File: config.mk
export PLATFORM = sky130hd
export DESIGN_NAME = mpu_region_table_encoder
export DESIGN_NICKNAME = d
export VERILOG_FILES = /design/src/mpurte_pkg.sv /design/src/mpurte_cmd_unit.sv /design/src/mpu_region_table_encoder.sv
export VERILOG_INCLUDE_DIRS = /design/src /design/src/src
export SDC_FILE = /design/constraint.sdc
export NUM_CORES = 1
export LEC_CHECK = 0
export BUFFER_PORTS_ARGS = -buffer_cell sky130_fd_sc_hd__buf_2
export CORE_ASPECT_RATIO = 1.2
export CORE_UTILIZATION = 58
export CTS_BUF_LIST = sky130_fd_sc_hd__clkbuf_8
export CTS_CLUSTER_DIAMETER = 60
export DETAILED_ROUTE_END_ITERATION = 8
export PLACE_DENSITY = 0.95
export SLEW_MARGIN = 20
export SYNTH_ARGS = -nofsm -noshare
export SYNTH_HDL_FRONTEND = slang
export SYNTH_HIERARCHICAL = 1
export SYNTH_SLANG_ARGS = --single-unit
File: constraint.sdc
create_clock -name clk -period 9 [get_ports clk]
set_clock_uncertainty 0.15 [all_clocks]
set_input_delay 1.35 -clock clk [delete_from_list [all_inputs] [get_ports clk]]
set_output_delay 1.35 -clock clk [all_outputs]
set_load 0.05 [all_outputs]
File: src/mpu_region_table_encoder_assert.svh
// Assertion macros for the MPU region table encoder.
// Included by the top level; expects clk and arst_n in the including scope.
`ifndef MPU_REGION_TABLE_ENCODER_ASSERT_SVH
`define MPU_REGION_TABLE_ENCODER_ASSERT_SVH

`ifndef SYNTHESIS
// Check a property outside reset
`define MPURTE_ASSERT(label, prop) \
	label: assert property (@(posedge clk) disable iff (!arst_n) prop) \
		else $error("mpu_region_table_encoder: assertion failed");
// Check a property that must also hold while reset is applied
`define MPURTE_ASSERT_IN_RESET(label, prop) \
	label: assert property (@(posedge clk) prop) \
		else $error("mpu_region_table_encoder: reset assertion failed");
`else
`define MPURTE_ASSERT(label, prop)
`define MPURTE_ASSERT_IN_RESET(label, prop)
`endif

`endif

File: src/mpurte_pkg.sv
// Shared types and constants for the MPU region table encoder.
// No dependencies; used by mpurte_cmd_unit and mpu_region_table_encoder.
package mpurte_pkg;

	// Default number of MPU regions
	localparam int unsigned REGIONS_DEF = 8;

	// Field widths
	localparam int unsigned ID_W   = 4;
	localparam int unsigned ADDR_W = 32;
	localparam int unsigned SIZE_W = 33;
	localparam int unsigned RN_W   = 3;

	// Stream and APB widths
	localparam int unsigned S_TDATA_W  = 80;
	localparam int unsigned S_TUSER_W  = 2;
	localparam int unsigned M_TDATA_W  = 72;
	localparam int unsigned APB_ADDR_W = 3;
	localparam int unsigned APB_DATA_W = 32;

	// Register word index
	localparam logic REG_MPU_PRESENT = 1'b0;

	// RBAR keeps the address bits above the 32-byte granule
	localparam logic [ADDR_W-1:0] RBAR_MASK = 32'hFFFF_FFE0;

	// Memory type codes of a command
	localparam logic [2:0] MT_ROM   = 3'd0;
	localparam logic [2:0] MT_RAM   = 3'd1;
	localparam logic [2:0] MT_PSRAM = 3'd2;
	localparam logic [2:0] MT_NOR   = 3'd3;
	localparam logic [2:0] MT_OTHER = 3'd4;

	// Access permission codes of a command
	localparam logic [1:0] PERM_RW_PRIV = 2'd0;
	localparam logic [1:0] PERM_RW_ANY  = 2'd1;
	localparam logic [1:0] PERM_RO_PRIV = 2'd2;
	localparam logic [1:0] PERM_RO_ANY  = 2'd3;

	// RASR.AP encodings
	localparam logic [2:0] AP_RW_PRIV = 3'd1;
	localparam logic [2:0] AP_RW_ANY  = 3'd3;
	localparam logic [2:0] AP_RO_PRIV = 3'd5;
	localparam logic [2:0] AP_RO_ANY  = 3'd6;

	typedef enum logic [1:0] {
		OP_SET     = 2'd0,
		OP_DISABLE = 2'd1,
		OP_FIND    = 2'd2
	} opcode_t;

	typedef enum logic [1:0] {
		WS_NONE = 2'd0,
		WS_FULL = 2'd1,
		WS_RASR = 2'd2
	} wstrobe_t;

	// Command payload of one input beat
	typedef struct packed {
		logic [ID_W-1:0]   region_id;
		logic [ADDR_W-1:0] base_address;
		logic [SIZE_W-1:0] region_size;
		logic [1:0]        access_permission;
		logic [2:0]        memory_type;
		logic              execute_never;
		logic              shareable;
	} cmd_t;

	// One result beat
	typedef struct packed {
		logic              status;
		wstrobe_t          write_strobe;
		logic [RN_W-1:0]   region_number;
		logic [ADDR_W-1:0] rbar_value;
		logic [ADDR_W-1:0] rasr_value;
	} result_t;

endpackage

File: src/mpurte_cmd_unit.sv
// Command evaluation for the MPU region table encoder: checks, RBAR/RASR
// packing and region flag update. Depends on mpurte_pkg.
module mpurte_cmd_unit #(
	parameter int unsigned REGIONS = mpurte_pkg::REGIONS_DEF
) (
	input  mpurte_pkg::opcode_t opcode,
	input  mpurte_pkg::cmd_t    cmd,
	input  logic [REGIONS-1:0]  region_used,
	input  logic                mpu_present,
	output mpurte_pkg::result_t result,
	output logic [REGIONS-1:0]  region_used_nxt,
	output logic [REGIONS-1:0]  id_sel
);
	import mpurte_pkg::*;

	localparam logic [ID_W:0] REGIONS_L = (ID_W+1)'(REGIONS);

	// Map access permission to the RASR.AP code
	function automatic logic [2:0] ap_code(input logic [1:0] perm);
		logic [2:0] ap;
		case (perm)
			PERM_RW_PRIV: ap = AP_RW_PRIV;
			PERM_RW_ANY:  ap = AP_RW_ANY;
			PERM_RO_PRIV: ap = AP_RO_PRIV;
			default:      ap = AP_RO_ANY;
		endcase
		return ap;
	endfunction

	logic            id_ok;
	logic            used_hit;
	logic            size_ok;
	logic [4:0]      size_code;
	logic            misaligned;
	logic            any_free;
	logic [RN_W-1:0] free_idx;
	logic            mt_c;
	logic            mt_b;
	logic [ADDR_W-1:0] rasr;

	// Decode the region id to a one-hot select
	always_comb begin
		for (int i = 0; i < REGIONS; i++) begin
			id_sel[i] = (cmd.region_id == ID_W'(i));
		end
	end

	assign id_ok    = ({1'b0, cmd.region_id} < REGIONS_L);
	assign used_hit = |(region_used & id_sel);

	// Size must be a single set bit at position 5..32
	assign size_ok = (cmd.region_size != '0)
		&& ((cmd.region_size & (cmd.region_size - SIZE_W'(1))) == '0)
		&& (cmd.region_size[4:0] == 5'd0);

	// Encode the set bit as log2 minus one
	always_comb begin
		size_code = 5'd0;
		for (int k = 5; k < SIZE_W; k++) begin
			if (cmd.region_size[k]) begin
				size_code = size_code | 5'(k - 1);
			end
		end
	end

	assign misaligned = |({1'b0, cmd.base_address} & (cmd.region_size - SIZE_W'(1)));

	// Find the lowest free region; scan downward so the lowest wins
	always_comb begin
		any_free = 1'b0;
		free_idx = '0;
		for (int i = REGIONS - 1; i >= 0; i--) begin
			if (!region_used[i]) begin
				any_free = 1'b1;
				free_idx = RN_W'(i);
			end
		end
	end

	// Cacheable and bufferable bits from the memory type
	always_comb begin
		case (cmd.memory_type) inside
			MT_ROM, MT_RAM: begin
				mt_c = 1'b1;
				mt_b = 1'b0;
			end
			MT_PSRAM: begin
				mt_c = 1'b1;
				mt_b = 1'b1;
			end
			MT_NOR: begin
				mt_c = 1'b0;
				mt_b = 1'b1;
			end
			default: begin
				mt_c = 1'b0;
				mt_b = 1'b0;
			end
		endcase
	end

	// Pack RASR: enable, size, B, C, S, AP, XN
	always_comb begin
		rasr        = '0;
		rasr[0]     = 1'b1;
		rasr[5:1]   = size_code;
		rasr[16]    = mt_b;
		rasr[17]    = mt_c;
		rasr[18]    = cmd.shareable;
		rasr[26:24] = ap_code(cmd.access_permission);
		rasr[28]    = cmd.execute_never;
	end

	// Evaluate the command; default is the error result with flags held
	always_comb begin
		result          = '0;
		result.status   = 1'b1;
		result.write_strobe = WS_NONE;
		region_used_nxt = region_used;
		unique case (opcode)
			OP_SET: begin
				if (id_ok && mpu_present && size_ok && !misaligned && !used_hit) begin
					result.status        = 1'b0;
					result.write_strobe  = WS_FULL;
					result.region_number = cmd.region_id[RN_W-1:0];
					result.rbar_value    = cmd.base_address & RBAR_MASK;
					result.rasr_value    = rasr;
					region_used_nxt      = region_used | id_sel;
				end
			end
			OP_DISABLE: begin
				if (id_ok && used_hit) begin
					result.status        = 1'b0;
					result.write_strobe  = mpu_present ? WS_RASR : WS_NONE;
					result.region_number = cmd.region_id[RN_W-1:0];
					region_used_nxt      = region_used & ~id_sel;
				end
			end
			OP_FIND: begin
				if (any_free) begin
					result.status        = 1'b0;
					result.region_number = free_idx;
				end
			end
			default: begin
				result.status = 1'b1;
			end
		endcase
	end

endmodule

File: src/mpu_region_table_encoder.sv
// Top level of the MPU region table encoder: stream ports, APB register,
// input and result registers. Depends on mpurte_pkg and mpurte_cmd_unit.
//
//   channel   | direction | beat
//   s_*       | in        | one command (opcode in tuser, fields in tdata)
//   m_*       | out       | one result per command
//   APB       | in/out    | mpu_present register at byte address 0
//
// One command per cycle while the result stream is not stalled: a beat
// lands in the input register, then the command unit evaluates it against
// the region flags and the result register loads its result.
// Reset clears the region flags, both valid bits and sets mpu_present.
// A stalled result holds the result register; the input register keeps
// accepting as long as it can drain into the result register.
`include "mpu_region_table_encoder_assert.svh"

module mpu_region_table_encoder #(
	parameter int unsigned REGIONS = mpurte_pkg::REGIONS_DEF
) (
	input  logic                               clk,
	input  logic                               arst_n,
	// APB configuration
	input  logic                               psel,
	input  logic                               penable,
	input  logic                               pwrite,
	input  logic [mpurte_pkg::APB_ADDR_W-1:0]  paddr,
	input  logic [mpurte_pkg::APB_DATA_W-1:0]  pwdata,
	output logic [mpurte_pkg::APB_DATA_W-1:0]  prdata,
	output logic                               pready,
	// Command stream
	input  logic                               s_tvalid,
	output logic                               s_tready,
	// [3:0] region_id, [35:4] base_address, [68:36] region_size,
	// [70:69] access_permission, [73:71] memory_type, [74] execute_never,
	// [75] shareable, [79:76] zero
	input  logic [mpurte_pkg::S_TDATA_W-1:0]   s_tdata,
	// [1:0] opcode
	input  logic [mpurte_pkg::S_TUSER_W-1:0]   s_tuser,
	// Result stream
	output logic                               m_tvalid,
	input  logic                               m_tready,
	// [0] status, [2:1] write_strobe, [5:3] region_number,
	// [37:6] rbar_value, [69:38] rasr_value, [71:70] zero
	output logic [mpurte_pkg::M_TDATA_W-1:0]   m_tdata
);
	import mpurte_pkg::*;

	logic               mpu_present_q;
	logic [REGIONS-1:0] region_used_q;
	logic [REGIONS-1:0] region_used_nxt;
	logic [REGIONS-1:0] id_sel;

	logic               valid_s1;
	opcode_t            opcode_s1;
	cmd_t               cmd_s1;

	logic               out_valid_q;
	result_t            result_q;
	result_t            result;

	logic               advance;
	logic               in_beat;
	logic               cfg_wr;
	logic               set_done;

	// APB: always ready, one register on word index 0
	assign pready = 1'b1;
	assign cfg_wr = psel && penable && pwrite && pready && (paddr[2] == REG_MPU_PRESENT);
	assign prdata = ((paddr[2] == REG_MPU_PRESENT) && (paddr[1:0] == 2'd0))
		? {{(APB_DATA_W-1){1'b0}}, mpu_present_q} : '0;

	always_ff @(posedge clk or negedge arst_n) begin
		if (!arst_n) begin
			mpu_present_q <= 1'b1;
		end else if (cfg_wr) begin
			mpu_present_q <= pwdata[0];
		end
	end

	// Handshake: result register drains or is empty, input follows it
	assign advance  = !out_valid_q || m_tready;
	assign s_tready = !valid_s1 || advance;
	assign in_beat  = s_tvalid && s_tready;

	// Input register valid
	always_ff @(posedge clk or negedge arst_n) begin
		if (!arst_n) begin
			valid_s1 <= 1'b0;
		end else if (in_beat) begin
			valid_s1 <= 1'b1;
		end else if (advance) begin
			valid_s1 <= 1'b0;
		end
	end

	// Input register payload
	always_ff @(posedge clk) begin
		if (in_beat) begin
			opcode_s1                <= opcode_t'(s_tuser[1:0]);
			cmd_s1.region_id         <= s_tdata[3:0];
			cmd_s1.base_address      <= s_tdata[35:4];
			cmd_s1.region_size       <= s_tdata[68:36];
			cmd_s1.access_permission <= s_tdata[70:69];
			cmd_s1.memory_type       <= s_tdata[73:71];
			cmd_s1.execute_never     <= s_tdata[74];
			cmd_s1.shareable         <= s_tdata[75];
		end
	end

	mpurte_cmd_unit #(
		.REGIONS(REGIONS)
	) u_cmd (
		.opcode         (opcode_s1),
		.cmd            (cmd_s1),
		.region_used    (region_used_q),
		.mpu_present    (mpu_present_q),
		.result         (result),
		.region_used_nxt(region_used_nxt),
		.id_sel         (id_sel)
	);

	// Result valid and region flags advance together
	always_ff @(posedge clk or negedge arst_n) begin
		if (!arst_n) begin
			out_valid_q   <= 1'b0;
			region_used_q <= '0;
		end else if (advance) begin
			out_valid_q <= valid_s1;
			if (valid_s1) begin
				region_used_q <= region_used_nxt;
			end
		end
	end

	// Result payload
	always_ff @(posedge clk) begin
		if (advance && valid_s1) begin
			result_q <= result;
		end
	end

	assign m_tvalid = out_valid_q;
	assign m_tdata  = {2'b00, result_q.rasr_value, result_q.rbar_value,
		result_q.region_number, result_q.write_strobe, result_q.status};

	// A set that succeeds as it leaves the input register
	assign set_done = advance && valid_s1 && (opcode_s1 == OP_SET) && !result.status;

	// A successful set leaves its region marked used
	`MPURTE_ASSERT(a_set_marks_used, set_done |=> (|(region_used_q & $past(id_sel))))
	// A rejected command never asks for a register write
	`MPURTE_ASSERT(a_err_no_write, (out_valid_q && result_q.status) |-> (result_q.write_strobe == WS_NONE))
	// No result is offered while reset is applied
	`MPURTE_ASSERT_IN_RESET(a_reset_idle, (!arst_n) |-> (!m_tvalid && !valid_s1))

endmodule

======== After elaboration in Yosys (flattened, before gate mapping) ========
Cells that the tools add are included.
storage, ports and cells
  register bits after elaboration ......... 159
  input port bits ......................... 124
  output and inout port bits .............. 107
  word-level logic and storage cells ...... 149
cells by class
  add/subtract/negate cells ............... 1
  magnitude comparators ................... 1
  equal/unequal tests ..................... 18
  mux-type cells .......................... 73
  bitwise logic cells ..................... 7
  reduce and logical (&&, ||, !) cells .... 32
operators by type and width
  kind                                                                  count
  70-bit two-way mux                                                    2
  5-bit two-way mux                                                     16
  8-bit two-way mux                                                     6
  3-bit two-way mux                                                     14
  32-bit by 33-bit AND with 33-bit output                               1
  33-bit AND                                                            1
  33-bit logical NOT                                                    1
  33-bit nonzero test                                                   1
  33-bit OR reduction                                                   1
  33-bit by 1-bit subtractor with 33-bit output, second input constant  1
  4-bit two-way mux                                                     8
  1-bit two-way mux                                                     19
  3-bit one-hot mux with 3 select lines                                 2
  8-bit AND                                                             2
  4-bit by 3-bit == test with 1-bit output, second input constant       4
  8-bit one-hot mux with 2 select lines                                 1
  1-bit logical AND                                                     13
  6-bit two-way mux                                                     2
  4-bit by 2-bit == test with 1-bit output, second input constant       2
  8-bit inverter                                                        1
  8-bit bitwise OR                                                      1
  8-bit OR reduction                                                    1
  3-bit by 2-bit == test with 1-bit output, second input constant       2
  2-bit logical NOT                                                     3
  other kinds (20)                                                      27

======== Logic depth before layout (Yosys ltp) ========
  word-level depth ........................ 31
  depth in mapped cells ................... 16
  mapped depth without buffers ............ 15

======== Cells and area by module ========
Netlist, hierarchy kept.
by module, submodules not included
  module                    times used  cells each  area an instance (um^2)  seq. area each (um^2)
  mpu_region_table_encoder  1           213         5188.7                   4720.8
  mpurte_cmd_unit           1           344         2379.8                   0.0

======== Worst setup path before layout ========
OpenSTA, ideal clock, no wires.
  path type ............................... input-to-output
  from .................................... input port paddr[2] (netlist name)
  to ...................................... output port prdata[0] (netlist name)
  arrival ................................. 3.007 ns
  data required time ...................... 7.500 ns
  slack ................................... 4.493 ns
  stages on the path ...................... 1
  path buffers ............................ 0
  path through ............................ nor4b_1
between the ends
  word-level cells in the longest chain between the ends .. 3
RTL lines
  element            line                            source
  from (decl)        mpu_region_table_encoder.sv:26  input logic [mpurte_pkg::APB_ADDR_W-1:0] paddr,
  1-bit inverter     mpu_region_table_encoder.sv:69  assign prdata = ((paddr[2] == REG_MPU_PRESENT) && (paddr[1:0] == 2'd0))
  1-bit logical AND  mpu_region_table_encoder.sv:69
  1-bit two-way mux  mpu_region_table_encoder.sv:70  ? {{(APB_DATA_W-1){1'b0}}, mpu_present_q} : '0;
  to (decl)          mpu_region_table_encoder.sv:28  output logic [mpurte_pkg::APB_DATA_W-1:0] prdata,
Every way passes these cells.

======== Final worst setup path ========
  from .................................... register cmd_s1[12] (netlist name)
  to ...................................... register region_used_q[5]
between the ends
  word-level cells in the longest chain between the ends .. 10
  elaborated cells on any way between the ends .. 14
  those cells by class .................... add/sub (1); eq/ne (1); bitwise (2); reduce/logical (10)
RTL lines
  element                                                         line                                          source
  from (decl)                                                     mpu_region_table_encoder.sv:55                cmd_t cmd_s1;
  33-bit by 1-bit subtractor with 33-bit output                   mpurte_cmd_unit.sv:53, mpurte_cmd_unit.sv:66
  33-bit AND                                                      mpurte_cmd_unit.sv:53                         && ((cmd.region_size & (cmd.region_size - SIZE_W'(1))) == '0)
  33-bit logical NOT                                              mpurte_cmd_unit.sv:53
  1-bit logical AND                                               mpurte_cmd_unit.sv:53
  1-bit logical AND                                               mpurte_cmd_unit.sv:54                         && (cmd.region_size[4:0] == 5'd0);
  1-bit logical AND                                               mpurte_cmd_unit.sv:122                        if (id_ok && mpu_present && size_ok && !misaligned && !used_hit) begin
  1-bit logical AND (*) (2 in a row)                              mpurte_cmd_unit.sv:122
  3-bit by 2-bit inequality test with 1-bit output (no line) (*)  n/a
  5-bit AND reduction (no line) (*)                               n/a
  to (signal assigned)                                            mpu_region_table_encoder.sv:130               region_used_q <= region_used_nxt;
  to (decl)                                                       mpu_region_table_encoder.sv:49                logic [REGIONS-1:0] region_used_q;
Every way passes the cells marked *; elsewhere a longest branch is shown, timed or not.
A chain may end at the register's enable or synchronous reset.

==> run summary <==
status: completed
Avg Synthesized Cell Area: 13.6 um^2
unrepaired setup endpoints after global routing: false
DRC viols: 0
combinational fraction of design power: 14.0%
starting density of the core: 59.7%
hold slack: 0.393 ns
DR iter-0 viols: 344
DRT antenna net count: 0
routability cong.: 0.975
wire per inst: 17.7 um
gr usage total: 24.8%
Non-Filler Instances: 903
drt total wl: 16.0 mm
Arr. time, crit path: 5.29 ns
period utilization: 56.1%
Register Area: 4720 um^2
switching share of power: 28.4%
Worst-path clk slew: 0.09 ns
Crit path required time: 9.24 ns
cell area power density: 187 nW/um^2
Num CTS Buffers: 17
Startpoint Class: flip-flop
area of the multi-input gates: 2460 um^2
Power Internal: 1.16 mW
grt total ovfl: 0
fill cell count: 939
share of cells above drive strength 1: 30.0%
post-CTS sizing: 0
postcts setup bufs: 0
r2r startpoint: cmd_s1[12]
crit path from: cmd_s1[12]
site row count: 45
final setup fails: 0
initial antenna violation count: 0
Root Buffer: clkbuf_8
Highest Clock Rate: 198 MHz
Die W: 106 um
total of max-cap violations: 0
Reg power frac: 55.2%
final core occ: 68.5%
leak pwr: 3.54 nW
fin nets: 883
vias per cell: 5.43
Crit. End Element: flip-flop
total number of vias: 4905
hold_sp: cmd_s1[1]
Reg2Reg Setup Slack: 3.95 ns
setup_tns: 0 ns
placed insts: 871
maximum vdd drop: 0.132 mV
most common cell after layout, fill and taps aside: buf_2
Slew Limit Fails: 0
Crit. path cell count: 16
number of antenna diodes: 0
Die Ht: 127 um
hold buffer count at CTS: 0
YS warnings: 6
Tightest Pin Transition: 1.02 ns
Layout Area Growth over Synthesis: 14.6%
worst-skew pair later-pin latency: 0.45 ns
total power: 1.62 mW
mapped cell area: 7560 um^2
Slew headroom: 32.3%
NetSw: 0.461 mW
CP bufs+invs: 2
Reg-to-Reg End: region_used_q[5]
Worst Reg-to-Reg Cells: 16
PortBufs: 161
Crit Path Class: reg2reg
most frequent cells in the layout: buf_2 (161), edfxtp_1 (148), conb_1 (58)
slowest cell on the critical path: a2111oi_0
H-tree depth: 4
Hold Fails Final Rpt: 0
sinks on the clock net: 159
DP HPWL: 12.3 mm
DRT Pass-1 Iters: 5
vias in the first global route: 4862
Clk pwr share: 30.8%
worst setup path endpoint: region_used_q[5]
I/O Pins: 231
Final Critical Period: 5.05 ns
cell family with most CP delay: simple AND/OR/NAND/NOR gates
Crit path largest cell delay: 0.51 ns
global-route wire length before repair: 24.5 mm
Die ar.: 13500 um^2
HP Class: reg2reg
crit path cell chain: nor4_1 -> and3_1 -> inv_1 -> or2_2 -> nor3_1 -> nand2_1 -> or3_1 -> ha_1 -> nand2b_1 -> nand4_1 -> a2111oi_0 -> nand4_2 -> nor4_4 -> buf_4 -> a22o_1 -> mux2_4
CTS tree: yes
synthesized instance count: 556
Clock Path Buffers: 2
largest net degree at the start of global routing: 79
Max Fanout on Critical Path: 47
core area: 12700 um^2
## registers in the layout, indices dropped and copies added, names as in the netlist
signal	flops
m_tvalid	1
valid_s1	1
mpu_present_q	1
region_used_q	8
m_tdata	70
opcode_s1	2
cmd_s1	76
## how the worst min path moves through the flow
| stage | to | cells after the start |
|---|---|---|
| 6_report | m_tdata[66] | 1 |
| 5_1_grt | m_tdata[66] | 1 |
| 3_5_place_dp | m_tdata[66] | 1 |
| 2_1_floorplan | m_tdata[56] | 1 |
| 3_3_place_gp | m_tdata[56] | 1 |
| 4_1_cts | m_tdata[66] | 1 |
## routing by layer
metal,track usage (%),share of wire (%)
met1,29.2,38
met3,4.80,5.7
met4,13.9,4.1
met5,0,0
met2,42.7,52
## area by class of cell
type / count / share of cell area (%)
Sequential cell: 159 / 54.4
Multi-Input combinational cell: 362 / 28.4
Inverter: 23 / 0.996
Tap cell: 164 / 2.37
Clock inverter: 15 / 1.66
Clock buffer: 17 / 2.70
Timing Repair Buffer: 163 / 9.46
## metrics by stage
stage | instance area [um^2] | setup slack [ns]
after floorplan | 7770 | 4.49
after global placement | 8290 | 4.00
after detailed placement | 8290 | 4.01
after CTS | 8670 | 4.01
after global routing | 8670 | 3.63
final | 8670 | 3.95
## power groups by stage
| stage | Combinational, mW | Clock (mW) | Sequential, mW |
|---|---|---|---|
| 2_1_floorplan | 0.110 | 0 | 0.976 |
| 3_3_place_gp | 0.222 | 0 | 0.909 |
| 3_5_place_dp | 0.226 | 0 | 0.912 |
| 4_1_cts | 0.226 | 0.510 | 0.895 |
| 5_1_grt | 0.240 | 0.538 | 0.901 |
| 6_report | 0.226 | 0.500 | 0.895 |
No activity file was read; power rests on OpenSTA's default activity.
